===== config.mk =====
export PLATFORM = sky130hd
export DESIGN_NAME = nvst_ctrl
export DESIGN_NICKNAME = d
export VERILOG_FILES = /design/src/rtl/named_value_slot_table_macros.svh /design/src/rtl/nvst_pkg.sv /design/src/rtl/nvst_ctrl.sv
export SDC_FILE = /design/constraint.sdc
export NUM_CORES = 1
export LEC_CHECK = 0
export BUFFER_PORTS_ARGS = -buffer_cell sky130_fd_sc_hd__buf_4
export CAP_MARGIN = 10
export CORE_AREA = 5 5 42 44
export CTS_CLUSTER_DIAMETER = 200
export DETAILED_ROUTE_END_ITERATION = 10
export DIE_AREA = 0 0 47 49
export PLACE_DENSITY = 0.67
export SLEW_MARGIN = 30
export SYNTH_ARGS = -nofsm -noshare
export SYNTH_HDL_FRONTEND = slang
export SYNTH_SLANG_ARGS = --single-unit
export TNS_END_PERCENT = 100

===== constraint.sdc =====
create_clock -name clock -period 1.6 [get_ports clock]
set_input_delay 0.24 -clock clock [delete_from_list [all_inputs] [get_ports clock]]
set_output_delay 0.24 -clock clock [all_outputs]
set_load 0.005 [all_outputs]

===== src/rtl/named_value_slot_table_macros.svh =====
// ----------------------------------------------------------------------------
// named value slot table assertion macros
// shared concurrent assertion forms, sampled on clock, off during reset
// ----------------------------------------------------------------------------
`ifndef NAMED_VALUE_SLOT_TABLE_MACROS_SVH
`define NAMED_VALUE_SLOT_TABLE_MACROS_SVH

// antecedent implies consequent in the same cycle
`define NVST_ASSERT_IMPLY(lbl, ante, cons) \
   lbl: assert property (@(posedge clock) disable iff (reset) (ante) |-> (cons)) \
      else $error("nvst: implication check failed");

// condition holds at every edge
`define NVST_ASSERT_ALWAYS(lbl, cond) \
   lbl: assert property (@(posedge clock) disable iff (reset) (cond)) \
      else $error("nvst: invariant check failed");

`endif


===== src/rtl/nvst_pkg.sv =====
// ----------------------------------------------------------------------------
// nvst_pkg
// types, codes and character helpers for the named value slot table
// ----------------------------------------------------------------------------
package nvst_pkg;

   localparam int SLOTS_DEFAULT       = 16;
   localparam int NAME_CHARS_DEFAULT  = 8;
   localparam int VALUE_CHARS_DEFAULT = 8;

   localparam int TEXT_W       = 64;
   localparam int TEXT_BYTES   = TEXT_W / 8;
   localparam int LEN_W        = 4;
   localparam int MODE_W       = 2;
   localparam int STATUS_W     = 3;
   localparam int USED_W       = 5;
   localparam int USED_MAX     = 31;
   localparam int MAX_RESULTS  = 16;
   localparam int RESULT_CNT_W = $clog2(MAX_RESULTS + 1);

   localparam logic [7:0] CHAR_UPPER_A   = 8'h41;
   localparam logic [7:0] CHAR_UPPER_Z   = 8'h5A;
   localparam logic [7:0] CHAR_LOWER_A   = 8'h61;
   localparam logic [7:0] CHAR_LOWER_Z   = 8'h7A;
   localparam logic [7:0] CHAR_UNDERSCORE = 8'h5F;
   localparam logic [7:0] CHAR_DIGIT_0   = 8'h30;
   localparam logic [7:0] CHAR_DIGIT_9   = 8'h39;

   typedef enum logic [MODE_W-1:0] {
      MODE_SET   = 2'd0,
      MODE_UNSET = 2'd1,
      MODE_GET   = 2'd2,
      MODE_LIST  = 2'd3
   } mode_type;

   typedef enum logic [STATUS_W-1:0] {
      STATUS_OK         = 3'd0,
      STATUS_BAD_NAME   = 3'd1,
      STATUS_VALUE_LONG = 3'd2,
      STATUS_NOT_FOUND  = 3'd3,
      STATUS_FULL       = 3'd4
   } status_type;

   typedef enum logic [2:0] {
      ST_IDLE,
      ST_CHECK,
      ST_SCAN,
      ST_LIST_SEEK,
      ST_LIST_DATA,
      ST_LIST_FLUSH
   } state_type;

   typedef enum logic [1:0] {
      OUT_BLANK,
      OUT_GET,
      OUT_HOLD
   } out_sel_type;

   typedef struct packed {
      logic [TEXT_W-1:0] name_text;
      logic [LEN_W-1:0]  name_length;
      logic [TEXT_W-1:0] value_text;
      logic [LEN_W-1:0]  value_length;
   } entry_type;

   typedef struct packed {
      logic        req_ready;
      logic        idx_clr;
      logic        scan_issue;
      logic        list_read;
      logic        list_skip;
      logic        hold_load;
      logic        wr_entry;
      logic        clr_used;
      logic        out_load;
      status_type  out_status;
      out_sel_type out_sel;
      logic        out_last;
   } cmd_type;

   typedef struct packed {
      logic     req_valid;
      mode_type mode;
      logic     name_ok;
      logic     value_ok;
      logic     hit;
      logic     scan_end;
      logic     free_avail;
      logic     out_free;
      logic     list_used;
      logic     list_end;
      logic     hold_valid;
   } stat_type;

   function automatic logic [TEXT_W-1:0] text_mask(input logic [LEN_W-1:0] len);
      logic [TEXT_W-1:0] mask;
      int i;
      mask = '0;
      for (i = 0; i < TEXT_BYTES; i++) begin
         mask[i*8 +: 8] = (LEN_W'(i) < len) ? 8'hFF : 8'h00;
      end
      return mask;
   endfunction

   function automatic logic is_first_char(input logic [7:0] c);
      return ((c >= CHAR_UPPER_A) && (c <= CHAR_UPPER_Z)) ||
             ((c >= CHAR_LOWER_A) && (c <= CHAR_LOWER_Z)) ||
             (c == CHAR_UNDERSCORE);
   endfunction

   function automatic logic is_rest_char(input logic [7:0] c);
      return is_first_char(c) || ((c >= CHAR_DIGIT_0) && (c <= CHAR_DIGIT_9));
   endfunction

   function automatic logic name_valid(input logic [TEXT_W-1:0] text,
                                       input logic [LEN_W-1:0]  len,
                                       input int                max_chars);
      logic ok;
      int i;
      ok = (len != '0) && (len <= LEN_W'(max_chars)) && is_first_char(text[7:0]);
      for (i = 1; i < TEXT_BYTES; i++) begin
         if ((LEN_W'(i) < len) && !is_rest_char(text[i*8 +: 8])) begin
            ok = 1'b0;
         end
      end
      return ok;
   endfunction

endpackage


===== src/rtl/nvst_ctrl.sv =====
// ----------------------------------------------------------------------------
// nvst_ctrl
// command sequencer: check, slot scan, list walk and result hand-off
// ----------------------------------------------------------------------------
module nvst_ctrl
   import nvst_pkg::*;
(
   input  logic     clock,
   input  logic     reset,
   input  stat_type stat,
   output cmd_type  cmd
);
   state_type state_ff;
   state_type state_in;

   always_ff @(posedge clock) begin
      if (reset) begin
         state_ff <= ST_IDLE;
      end else begin
         state_ff <= state_in;
      end
   end

   always_comb begin
      state_in       = state_ff;
      cmd            = '0;
      cmd.out_status = STATUS_OK;
      cmd.out_sel    = OUT_BLANK;
      unique case (state_ff)
         ST_IDLE: begin
            cmd.req_ready = !reset;
            if (stat.req_valid) begin
               state_in = ST_CHECK;
            end
         end
         ST_CHECK: begin
            if (stat.mode == MODE_LIST) begin
               cmd.idx_clr = 1'b1;
               state_in    = ST_LIST_SEEK;
            end else if (stat.out_free) begin
               if ((stat.mode == MODE_SET) && !stat.name_ok) begin
                  cmd.out_load   = 1'b1;
                  cmd.out_status = STATUS_BAD_NAME;
                  cmd.out_last   = 1'b1;
                  state_in       = ST_IDLE;
               end else if ((stat.mode == MODE_SET) && !stat.value_ok) begin
                  cmd.out_load   = 1'b1;
                  cmd.out_status = STATUS_VALUE_LONG;
                  cmd.out_last   = 1'b1;
                  state_in       = ST_IDLE;
               end else begin
                  cmd.idx_clr = 1'b1;
                  state_in    = ST_SCAN;
               end
            end
         end
         ST_SCAN: begin
            cmd.scan_issue = 1'b1;
            if (stat.hit) begin
               cmd.out_load = 1'b1;
               cmd.out_last = 1'b1;
               state_in     = ST_IDLE;
               unique case (stat.mode)
                  MODE_SET:   cmd.wr_entry = 1'b1;
                  MODE_UNSET: cmd.clr_used = 1'b1;
                  MODE_GET:   cmd.out_sel  = OUT_GET;
                  default:    cmd.out_sel  = OUT_BLANK;
               endcase
            end else if (stat.scan_end) begin
               cmd.out_load = 1'b1;
               cmd.out_last = 1'b1;
               state_in     = ST_IDLE;
               if (stat.mode == MODE_SET) begin
                  if (stat.free_avail) begin
                     cmd.wr_entry = 1'b1;
                  end else begin
                     cmd.out_status = STATUS_FULL;
                  end
               end else begin
                  cmd.out_status = STATUS_NOT_FOUND;
               end
            end
         end
         ST_LIST_SEEK: begin
            if (stat.list_end) begin
               state_in = ST_LIST_FLUSH;
            end else if (stat.list_used) begin
               cmd.list_read = 1'b1;
               state_in      = ST_LIST_DATA;
            end else begin
               cmd.list_skip = 1'b1;
            end
         end
         ST_LIST_DATA: begin
            if (!stat.hold_valid || stat.out_free) begin
               if (stat.hold_valid) begin
                  cmd.out_load = 1'b1;
                  cmd.out_sel  = OUT_HOLD;
               end
               cmd.hold_load = 1'b1;
               state_in      = ST_LIST_SEEK;
            end
         end
         ST_LIST_FLUSH: begin
            if (stat.out_free) begin
               cmd.out_load = 1'b1;
               cmd.out_last = 1'b1;
               cmd.out_sel  = stat.hold_valid ? OUT_HOLD : OUT_BLANK;
               state_in     = ST_IDLE;
            end
         end
         default: begin
            state_in = ST_IDLE;
         end
      endcase
   end
endmodule


==> out/results.ini <==
[run_status]
run_status = finished with violations
violations_in_the_final_reports = negative setup slack

[job]
max_cap_violations = 0

[route]
detailroute.via_count = 600
drt_first_iter_violations = 13
postRouteAntennaNets = 0
drt_wl_total_microns = 1590
detail_route.first_pass.iterations = 4
vias_per_cell = 5.26
drc_errors = 0
post_drt_wl_per_cell_microns = 14.0

[global_routing]
grt_remaining_overflow = 0
grt_antenna_before_repair = 0
grt_pass1_vias = 592
first_pass_grt_wire_length_microns = 2460
maximum_number_of_pins_on_one_net_before_global_route_repair = 10
track_usage = 0.144

[clock_tree]
cts_num_sinks = 3
holdBufCountCts = 0
cts.path.max_buffers = 2
clk_transition_reported_paths_ns = 0.04
cts-root-buf = clkbuf_4
cts-buffers-inserted = 3
clock_latency_ns = 0.25
cts-htree-levels = 1
cts_tree = built

[yosys]
syn-cell-area_sq_um = 405
synth-simple-area-share = 0.395
synth_top_family_by_area = simple AND/OR/NAND/NOR gates
synth.lib_cells_used.distinct = 28
postSynthRegisterBits = 3
ys.warnings.count = 0
synth_compound_area_frac = 0.318
post_synth_inst_count = 64
post_synth_fa_ha_maj_area_fraction = 0
ys_seq_area_frac = 0.148
yosys-mux-area-fraction = 0.0247
syn_area_per_cell_sq_um = 6.33
syn-num-nets = 78
synth_xor_xnor_area_share = 0

[placed_design]
post-place-ws_ns = 0.0576
place.detailed.hpwl_microns = 1170
gp_congestion = 0.778
place.port_buffers = 28

[final_layout]
diodes = 0
largest_register_ff_count = 3
final_nets = 113
post_layout_utilization_of_the_core = 0.532
registers.top_by_ff_count = state_ff
commonest_non_fill_non_tap_cells_in_the_layout = buf_4 (34), o21ai_1 (5), a21oi_1 (5)
most_common_cell_after_layout_fill_and_taps_aside = buf_4
layout-drive-gt1-share = 0.531
synthesis_to_finish_area_growth_pct = 84.0
reg_top3 = state_ff x3

[die]
fp.dieArea_sq_um = 2300
placementRows = 14
die_y_microns = 49
placeableCoreArea_sq_um = 1400
floorplan.initialDensity = 0.289
floorplan.die.width_microns = 47
io_pins = 29

[sta]
timing.final.crit_share = 1.11
worst_hold_slack_ns = 0.197
grt_setup_unrepaired = true
maximum_clock_rate_mhz = 563
number_of_setup_violations_in_the_final_report = 9
period_needed_ns = 1.78
worst-slew-pin-transition_ns = 0.386
slew_viol_final = 0
maxSlewHeadroom = 0.740
worst_clock_skew_ns = 0.00221
postLayoutSetupSlackWorst_ns = -0.176
finalHoldViolCount = 0
fin_setup_tns_ns = -0.811

[pwr]
power_per_cell_area_nw_per_um2 = 595
total_leakage_power_nw = 0.331
p_total_mw = 0.444
worst_ir_drop_vdd_mv = 0.304

[worst_setup_path]
crit_path_max_fanout = 5
criticalPathCategory = reg -> out
critical_path_arrival_ns = 1.54
end_kind = output port
critPathRequiredTime_ns = 1.36
setup_crit_start_kind = register

[min_path]
holdCritPathClass = in -> reg

==> critical path, cell delays in order, from the launching register on <==
cell and delay [ns]:
dfxtp_2 0.34, or3b_4 0.43, buf_4 0.16, nor4_4 0.21, buf_4 0.15
==> metrics by stage <==
step,area [sq um],cells
2_1_floorplan,405,64
3_3_place_gp,649,108
3_5_place_dp,649,108
4_1_cts,708,113
5_1_grt,746,114
6_report,746,114
==> cell families (layout without fill, tap and decap cells) <==
group | count (synthesis) | count (layout)
multiplexers | 1 | 1
AND/OR/NAND/NOR | 28 | 28
flip-flops | 3 | 3
AO/OA/AOI/OAI | 21 | 21
buffers and inverters | 11 | 45
==> cell usage after synthesis <==
cell | n | area, sq um
o21ai_0 | 7 | 35.0
inv_1 | 6 | 22.5
nand2_1 | 6 | 22.5
a21oi_1 | 5 | 25.0
nor2_1 | 4 | 15.0
nor4_1 | 4 | 25.0
clkbuf_1 | 3 | 11.3
dfxtp_1 | 3 | 60.1
nand2b_1 | 3 | 18.8
or3_1 | 3 | 18.8
nor3_1 | 2 | 10.0
nor3b_1 | 2 | 15.0
a2111oi_0 | 1 | 8.76
a211oi_1 | 1 | 7.51
a21boi_0 | 1 | 7.51
a21boi_1 | 1 | 7.51
a31oi_1 | 1 | 6.26
buf_2 | 1 | 5.00
buf_4 | 1 | 7.51
mux2i_1 | 1 | 10.0
nand3_1 | 1 | 5.00
nand4bb_1 | 1 | 11.3
o211ai_1 | 1 | 7.51
o22ai_1 | 1 | 6.26
o31ai_1 | 1 | 7.51
o32a_1 | 1 | 10.0
or3b_4 | 1 | 11.3
or4_1 | 1 | 7.51
==> final cells by class <==
type	instances	area (sq um)
Fill cell	139	656
Multi-Input combinational cell	50	347
Sequential cell	3	63.8
Clock buffer	4	26.3
Timing Repair Buffer	35	267
Inverter	6	22.5
Tap cell	16	20.0
==> where the power goes <==
group          internal, mW  switching (mW)
clock                0.0942          0.0511
sequential           0.0857          0.0118
combinational         0.102          0.0990
==> what timing repair did <==
action,CTS,global route
resized for setup,16,6
pin swaps,4,0
setup endpoints to repair,9,9
buffers inserted,1,1
==> layer usage <==
| layer | track usage | part of all wire | vias to the layer above |
|---|---|---|---|
| met1 | 0.162 | 0.44 | 280 |
| met4 | 0.0691 | 0.013 | 0 |
| met5 | 0 | 0 | - |
| met3 | 0.0332 | 0.023 | 2 |
| met2 | 0.242 | 0.53 | 14 |
| li1 | - | - | 304 |
==> worst paths after layout <==
check / slack [ns] / depth (start not counted) / from / end
setup / recovery: -0.18 / 4 / state_ff[0]$_SDFFE_PP0P_ / cmd[8]
hold / removal: 0.20 / 2 / reset / state_ff[2]$_SDFFE_PP0P_
setup reg to reg: -0.05 / 5 / state_ff[0]$_SDFFE_PP0P_ / state_ff[0]$_SDFFE_PP0P_
hold reg to reg: 0.62 / 3 / state_ff[2]$_SDFFE_PP0P_ / state_ff[2]$_SDFFE_PP0P_
(Power assumes the default switching activity.)
